### config.mk
export PLATFORM = sky130hd
export DESIGN_NAME = c20pd_ctrl
export DESIGN_NICKNAME = d
export VERILOG_FILES = /design/src/c20pd_pkg.sv /design/src/c20pd_ctrl.sv
export SDC_FILE = /design/constraint.sdc
export NUM_CORES = 1
export LEC_CHECK = 0
export ABC_AREA = 1
export BUFFER_PORTS_ARGS = -buffer_cell sky130_fd_sc_hd__buf_2
export CAP_MARGIN = 20
export CORE_ASPECT_RATIO = 0.6
export CORE_MARGIN = 2
export CORE_UTILIZATION = 52
export CTS_CLUSTER_DIAMETER = 50
export DETAILED_ROUTE_END_ITERATION = 12
export PLACE_DENSITY = 0.7
export SLEW_MARGIN = 0
export SYNTH_ARGS = -nofsm -noshare
export SYNTH_HDL_FRONTEND = slang
export SYNTH_SLANG_ARGS = --single-unit
### constraint.sdc
create_clock -name clk -period 4.7 [get_ports clk]
set_clock_uncertainty 0.05 [all_clocks]
set_input_delay 0.235 -clock clk [delete_from_list [all_inputs] [get_ports clk]]
set_output_delay 0.235 -clock clk [all_outputs]
set_load 0.1 [all_outputs]
### src/c20pd_pkg.sv
// Shared types, constants and the quarter-round function for the pad derivation block.
package c20pd_pkg;

  localparam int MaxCount = 64;
  localparam int CntW = 7;
  localparam int RoundCount = 20;
  localparam logic [24:0] FullMod = 25'd16777216;

  localparam logic [2:0] RegKey0 = 3'd0;
  localparam logic [2:0] RegKey1 = 3'd1;
  localparam logic [2:0] RegKey2 = 3'd2;
  localparam logic [2:0] RegKey3 = 3'd3;
  localparam logic [2:0] RegMod = 3'd4;

  localparam logic [31:0] Sigma0 = 32'h61707865;
  localparam logic [31:0] Sigma1 = 32'h3320646e;
  localparam logic [31:0] Sigma2 = 32'h79622d32;
  localparam logic [31:0] Sigma3 = 32'h6b206574;

  typedef enum logic [2:0] {
    ST_IDLE, ST_INIT, ST_ROUND, ST_ADD, ST_MLOAD, ST_MSTEP, ST_EMIT
  } state_t;

  typedef struct packed {
    logic       start;
    logic       init;
    logic       round;
    logic       diag;
    logic       add;
    logic       mload;
    logic       mstep;
    logic       emit;
    logic       last;
    logic [2:0] slot;
  } cmd_t;

  typedef struct packed {
    logic [31:0] a;
    logic [31:0] b;
    logic [31:0] c;
    logic [31:0] d;
  } qr_t;

  function automatic logic [31:0] rotl(input logic [31:0] x, input int n);
    rotl = (x << n) | (x >> (32 - n));
  endfunction

  function automatic qr_t quarter(input logic [31:0] a, input logic [31:0] b,
                                  input logic [31:0] c, input logic [31:0] d);
    qr_t q;
    q.a = a + b;   q.d = rotl(d ^ q.a, 16);
    q.c = c + q.d; q.b = rotl(b ^ q.c, 12);
    q.a = q.a + q.b; q.d = rotl(q.d ^ q.a, 8);
    q.c = q.c + q.d; q.b = rotl(q.b ^ q.c, 7);
    quarter = q;
  endfunction

endpackage

### src/c20pd_ctrl.sv
// Sequencer for request intake, block rounds, bit-serial reduction and item output.
module c20pd_ctrl import c20pd_pkg::*; (
  input  logic            clk,
  input  logic            rst,
  input  logic            req_valid,
  input  logic [CntW-1:0] req_count,
  output logic            req_ready,
  input  logic            out_free,
  output cmd_t            cmd
);

  state_t state, state_next;
  logic [CntW-1:0] n, k;
  logic [4:0] rnd;
  logic [5:0] bitcnt;
  logic [CntW-1:0] cnt_sat;
  logic is_last;

  assign cnt_sat = (req_count > CntW'(MaxCount)) ? CntW'(MaxCount) : req_count;
  assign is_last = (k == n - CntW'(1));

  always_comb begin
    state_next = state;
    unique case (state)
      ST_IDLE:  if (req_valid && cnt_sat != '0) state_next = ST_INIT;
      ST_INIT:  state_next = ST_ROUND;
      ST_ROUND: if (rnd == 5'(RoundCount - 1)) state_next = ST_ADD;
      ST_ADD:   state_next = ST_MLOAD;
      ST_MLOAD: state_next = ST_MSTEP;
      ST_MSTEP: if (bitcnt == 6'd63) state_next = ST_EMIT;
      ST_EMIT: begin
        if (out_free) begin
          if (is_last) state_next = ST_IDLE;
          else if (k[2:0] == 3'd7) state_next = ST_INIT;
          else state_next = ST_MLOAD;
        end
      end
      default: state_next = ST_IDLE;
    endcase
  end

  always_comb begin
    req_ready = (state == ST_IDLE);
    cmd = '0;
    cmd.start = (state == ST_IDLE) && req_valid;
    cmd.init = (state == ST_INIT);
    cmd.round = (state == ST_ROUND);
    cmd.diag = rnd[0];
    cmd.add = (state == ST_ADD);
    cmd.mload = (state == ST_MLOAD);
    cmd.mstep = (state == ST_MSTEP);
    cmd.emit = (state == ST_EMIT) && out_free;
    cmd.last = is_last;
    cmd.slot = k[2:0];
  end

  always_ff @(posedge clk) begin
    if (rst) begin
      state <= ST_IDLE;
      n <= '0;
      k <= '0;
      rnd <= '0;
      bitcnt <= '0;
    end else begin
      state <= state_next;
      if (state == ST_IDLE) begin
        n <= cnt_sat;
        k <= '0;
      end
      if (state == ST_INIT) rnd <= '0;
      else if (state == ST_ROUND) rnd <= rnd + 5'd1;
      if (state == ST_MLOAD) bitcnt <= '0;
      else if (state == ST_MSTEP) bitcnt <= bitcnt + 6'd1;
      if (cmd.emit) k <= k + CntW'(1);
    end
  end

endmodule

## After elaboration in Yosys (flattened, before gate mapping)

Index checks and enable logic that the tools add are counted.

- Flip-flop bits (word level): 28
- Output and inout bits: 13

- Add/subtract/negate cells: 4
- $lt $le $gt $ge: 1
- Eq/ne operators: 14
- Mux-type cells: 10
- Reduce and logical (&&, ||, !) cells: 9

Operators by type and width:

| cell | number |
|---|---|
| 7-bit two-way mux | 3 |
| 3-bit one-hot mux with 7 select lines | 1 |
| 3-bit two-way mux | 6 |
| 3-bit equality test (second input constant) | 4 |
| 7-bit by 1-bit adder with 7-bit output (second input constant) | 1 |
| 7-bit equality test | 1 |
| 7-bit greater-than comparator (second input constant) | 1 |
| 7-bit nonzero test | 1 |
| 7-bit by 1-bit subtractor with 7-bit output (second input constant) | 1 |
| 6-bit by 1-bit adder with 6-bit output (second input constant) | 1 |
| 3-bit by 2-bit equality test with 1-bit output (second input constant) | 2 |
| 6-bit equality test (second input constant) | 1 |
| 2-bit by 1-bit inequality test with 1-bit output (second input constant) | 3 |
| 5-bit by 1-bit adder with 5-bit output (second input constant) | 1 |
| 5-bit equality test (second input constant) | 1 |
| 4-bit AND reduction | 1 |
| 2-bit OR reduction | 2 |
| 3-bit by 1-bit equality test with 1-bit output (second input constant) | 1 |
| 1-bit logical AND | 3 |
| 3-bit logical NOT | 1 |
| 2-bit inequality test (second input constant) | 1 |
| 2-bit nonzero test | 1 |

## Longest topological paths before layout

- Word-level depth: 6
- Depth in mapped cells: 12
- Mapped depth without buffers: 12

## Worst setup path after synthesis

No wires, ideal clock.

- Kind: register to output
- Start: register state[0]
- End: output cmd[11] (netlist bit)
- Arrival: 3.559 ns
- Setup slack: 0.856 ns
- Stages on the path, launching flop included: 7
- Buffers on the path: 1
- Cells stage by stage: dfxtp_1 nor2_1 inv_1 nor2_1 inv_2 buf_6 nor2_1

RTL lines:

| item | RTL line | RTL |
|---|---|---|
| start: declaration | c20pd_ctrl.sv:12 | `state_t state, state_next;` |
| start signal: assignment | c20pd_ctrl.sv:65 | `state <= state_next;` |
| end: declaration | c20pd_ctrl.sv:9 | `output cmd_t cmd` |

==> flow_metrics.py <==
metrics = {
    "grt": {
        "gr-usage-all-layers_pct": 20.38,
        "grt_start_max_net_pins": 19,
        "grt_pass1_wl_um": 6189,
        "grt_overflow_total": 0,
        "antenna_found_initial": 0,
        "grt_pass1_vias": 1361,
    },
    "floorplanning": {
        "ios": 24,
        "dieArea_um2": 3774,
        "initial_core_util_pct": 53.32,
        "die_y_um": 48.39,
        "core_area_um2": 3203,
        "num_rows": 16,
        "die_w_um": 77.99,
    },
    "clocking": {
        "clk_pin_slew_ns": 0.09,
        "cts_max_level": 1,
        "cts_resized": 0,
        "numCtsBuffers": 3,
        "clkSinkCount": 28,
        "clock-root-buffer": "clkbuf_8",
        "cts_tree": "done",
        "clk_latency_ns": 0.27,
        "postCtsHoldBufs": 0,
        "post_cts_buffers": 0,
        "clockBufferDepth": 2,
    },
    "drt": {
        "drt_iter0_drc": 169,
        "wl_per_cell_um": 11.35,
        "ant_nets": 0,
        "drt-total-wl_um": 3599,
        "first_pass_iters": 4,
        "drc": 0,
        "drt-vias-per-instance": 5.009,
        "vias": 1588,
    },
    "cells_and_area": {
        "final_nets": 290,
        "final_cell_mix": "nand2_1 (58), inv_1 (33), nor2_1 (28), dfxtp_1 (28)",
        "final_cell_area_um2": 1864,
        "antenna_cells": 0,
        "seqCellArea_um2": 560.5,
        "final_cells": 317,
        "area_delta_synth_final_pct": 9.158,
        "drive_gt1_share_pct": 18.75,
        "final_common_cell": "nand2_1",
        "multiInputGateArea_um2": 942.2,
        "nFillCells": 325,
    },
    "yosys": {
        "netlist_instances": 254,
        "yosysUniqueCellTypes": 36,
        "synth_warnings": 0,
        "avgSynthCellArea_um2": 6.724,
        "ys_seq_area_share_pct": 32.82,
        "syn_area_um2": 1708,
        "ys_seq_elements": 28,
        "syn-num-nets": 270,
    },
    "sta": {
        "slew_viol_final": 0,
        "worst_slew_pin_slew_ns": 0.4917,
        "fin_crit_sh_pct": 49.14,
        "worst_slack_ns": 2.391,
        "worst_slew_margin_rel_pct": 67.45,
        "fin_tns_setup_ns": 0,
        "min_period_ns": 2.309,
        "fmax_mhz": 433.0,
        "rsz0062_at_grt": "false",
        "hold_viol_final": 0,
        "setup_viol": 0,
    },
    "placed_design": {
        "portBuffers": 23,
        "globalplace.congestion": 0.8651,
        "dpl-instance-area_um2": 1823,
        "dp.final_hpwl_um": 2851,
        "dp_cells": 314,
        "pre_cts_slack_ns": 2.693,
    },
    "pwr": {
        "powerDensity_nw_per_um2": 555.0,
        "ir_drop_v": 0.0004185,
        "cellLeakagePower_nw": 0.8346,
    },
    "setup_path": {
        "timing.critical_path.mode_cell": "nor2_1",
        "crit_path_start_kind": "register",
        "cp.required_ns": 4.41,
        "path_class": "register to primary output",
        "path_cells": "inv_1, ha_1, nand2_1, inv_1, nor2_1, nand2_1, nor2_1, nand3_1, nor2_1, buf_2",
        "critPathArrivalTime_ns": 2.02,
        "cpMaxStageDelayCell": "buf_2",
        "critical_path.endpoint_type": "primary output",
        "cp_max_fo": 5,
        "max_stage_delay_ns": 0.43,
    },
    "status": {
        "status": "finished clean",
    },
    "min_path": {
        "hp-class": "input port to register",
    },
    "run": {
        "max-cap-violations": 0,
    },
}
## power by group
group | internal [mW] | total (mW) | switching (mW) | leakage, nW
clock | 0.0575 | 0.130 | 0.0723 | 0.0216
sequential | 0.273 | 0.310 | 0.0366 | 0.228
combinational | 0.135 | 0.595 | 0.460 | 0.585
## metal layers
metal | vias to the layer above | GRT usage [%] | wire length, um
li1 | 860 | - | -
met1 | 682 | 34.51 | 2046
met2 | 44 | 26.29 | 1254
met3 | 2 | 4.291 | 288
met4 | 0 | 2.632 | 10
met5 | - | 0 | 0
## flip-flops by register name (all words and copies together) (netlist names)
signal,count
bitcnt,6
k,7
n,7
rnd,5
state,3
## Yosys cell counts
cell | n | area, um2
a211oi_1 | 6 | 45.04
a21oi_1 | 23 | 115.1
a21oi_2 | 2 | 17.52
a221oi_1 | 1 | 8.760
and3_1 | 1 | 6.260
buf_4 | 5 | 37.54
buf_6 | 1 | 11.26
clkbuf_1 | 2 | 7.510
dfxtp_1 | 28 | 560.5
ha_1 | 5 | 62.56
inv_1 | 33 | 123.9
inv_2 | 5 | 18.77
inv_4 | 1 | 6.260
nand2_1 | 58 | 217.7
nand2_2 | 3 | 18.77
nand2_4 | 1 | 11.26
nand3_1 | 14 | 70.07
nand3_2 | 1 | 10.01
nand3b_1 | 1 | 7.510
nand4_1 | 1 | 6.260
nor2_1 | 28 | 105.1
nor2_2 | 4 | 25.02
nor2_4 | 1 | 11.26
nor2_8 | 1 | 20.02
nor3_1 | 3 | 15.01
nor3b_2 | 1 | 12.51
nor4_2 | 2 | 25.02
o21ai_0 | 13 | 65.06
o21ai_1 | 1 | 5.000
o21ai_2 | 2 | 17.52
o21bai_1 | 1 | 7.510
o22ai_1 | 1 | 6.260
or2_0 | 1 | 6.260
or2_2 | 1 | 6.260
xnor2_1 | 1 | 8.760
xor2_1 | 1 | 8.760
## logic make-up after synthesis
group | synth area share, %
AO/OA/AOI/OAI | 16.85
XOR/XNOR | 1.026
adder cells (fa/ha/maj) | 3.663
buffers and inverters | 12.02
flip-flops | 32.82
AND/OR/NAND/NOR | 33.63
## worst max-delay path: cells and delay by family (launching register included)
family,cells,cell delay [ns]
adder cells (fa/ha/maj),1,0.32
buffers and inverters,3,0.57
flip-flops,1,0.36
AND/OR/NAND/NOR,6,0.50
## final cells by class
type                    instances  share of cell area [%]
clock buffers                   3                   2.215
repair buffers                 23                   6.174
flip-flops and latches         28                   30.07
multi-input cells             179                   50.54
well taps                      45                   3.020
inverters                      39                   7.987
## metrics by stage
stage	power [mW]	hold WS, ns	util (%)
2_1_floorplan	0.8191	0.3279	-
3_3_place_gp	0.9013	0.4169	56.91
3_5_place_dp	0.9039	0.4207	56.91
4_1_cts	1.033	0.1657	58.20
5_1_grt	1.116	0.1791	58.20
6_report	1.035	0.1708	58.20
## worst paths after layout
check | startpoint | endpoint | slack (ns) | cells past startpoint
worst min register to register | n[1]$_SDFFE_PP0P_ | n[1]$_SDFFE_PP0P_ | 0.43 | 2
worst min-delay path | req_count[3] | n[3]$_SDFFE_PP0P_ | 0.17 | 3
worst max-delay path | n[0]$_SDFFE_PP0P_ | cmd[3] | 2.39 | 10
worst max register to register | n[0]$_SDFFE_PP0P_ | state[2]$_SDFFE_PP0P_ | 2.97 | 12
Note: power is estimated with default switching activity, not from simulation.
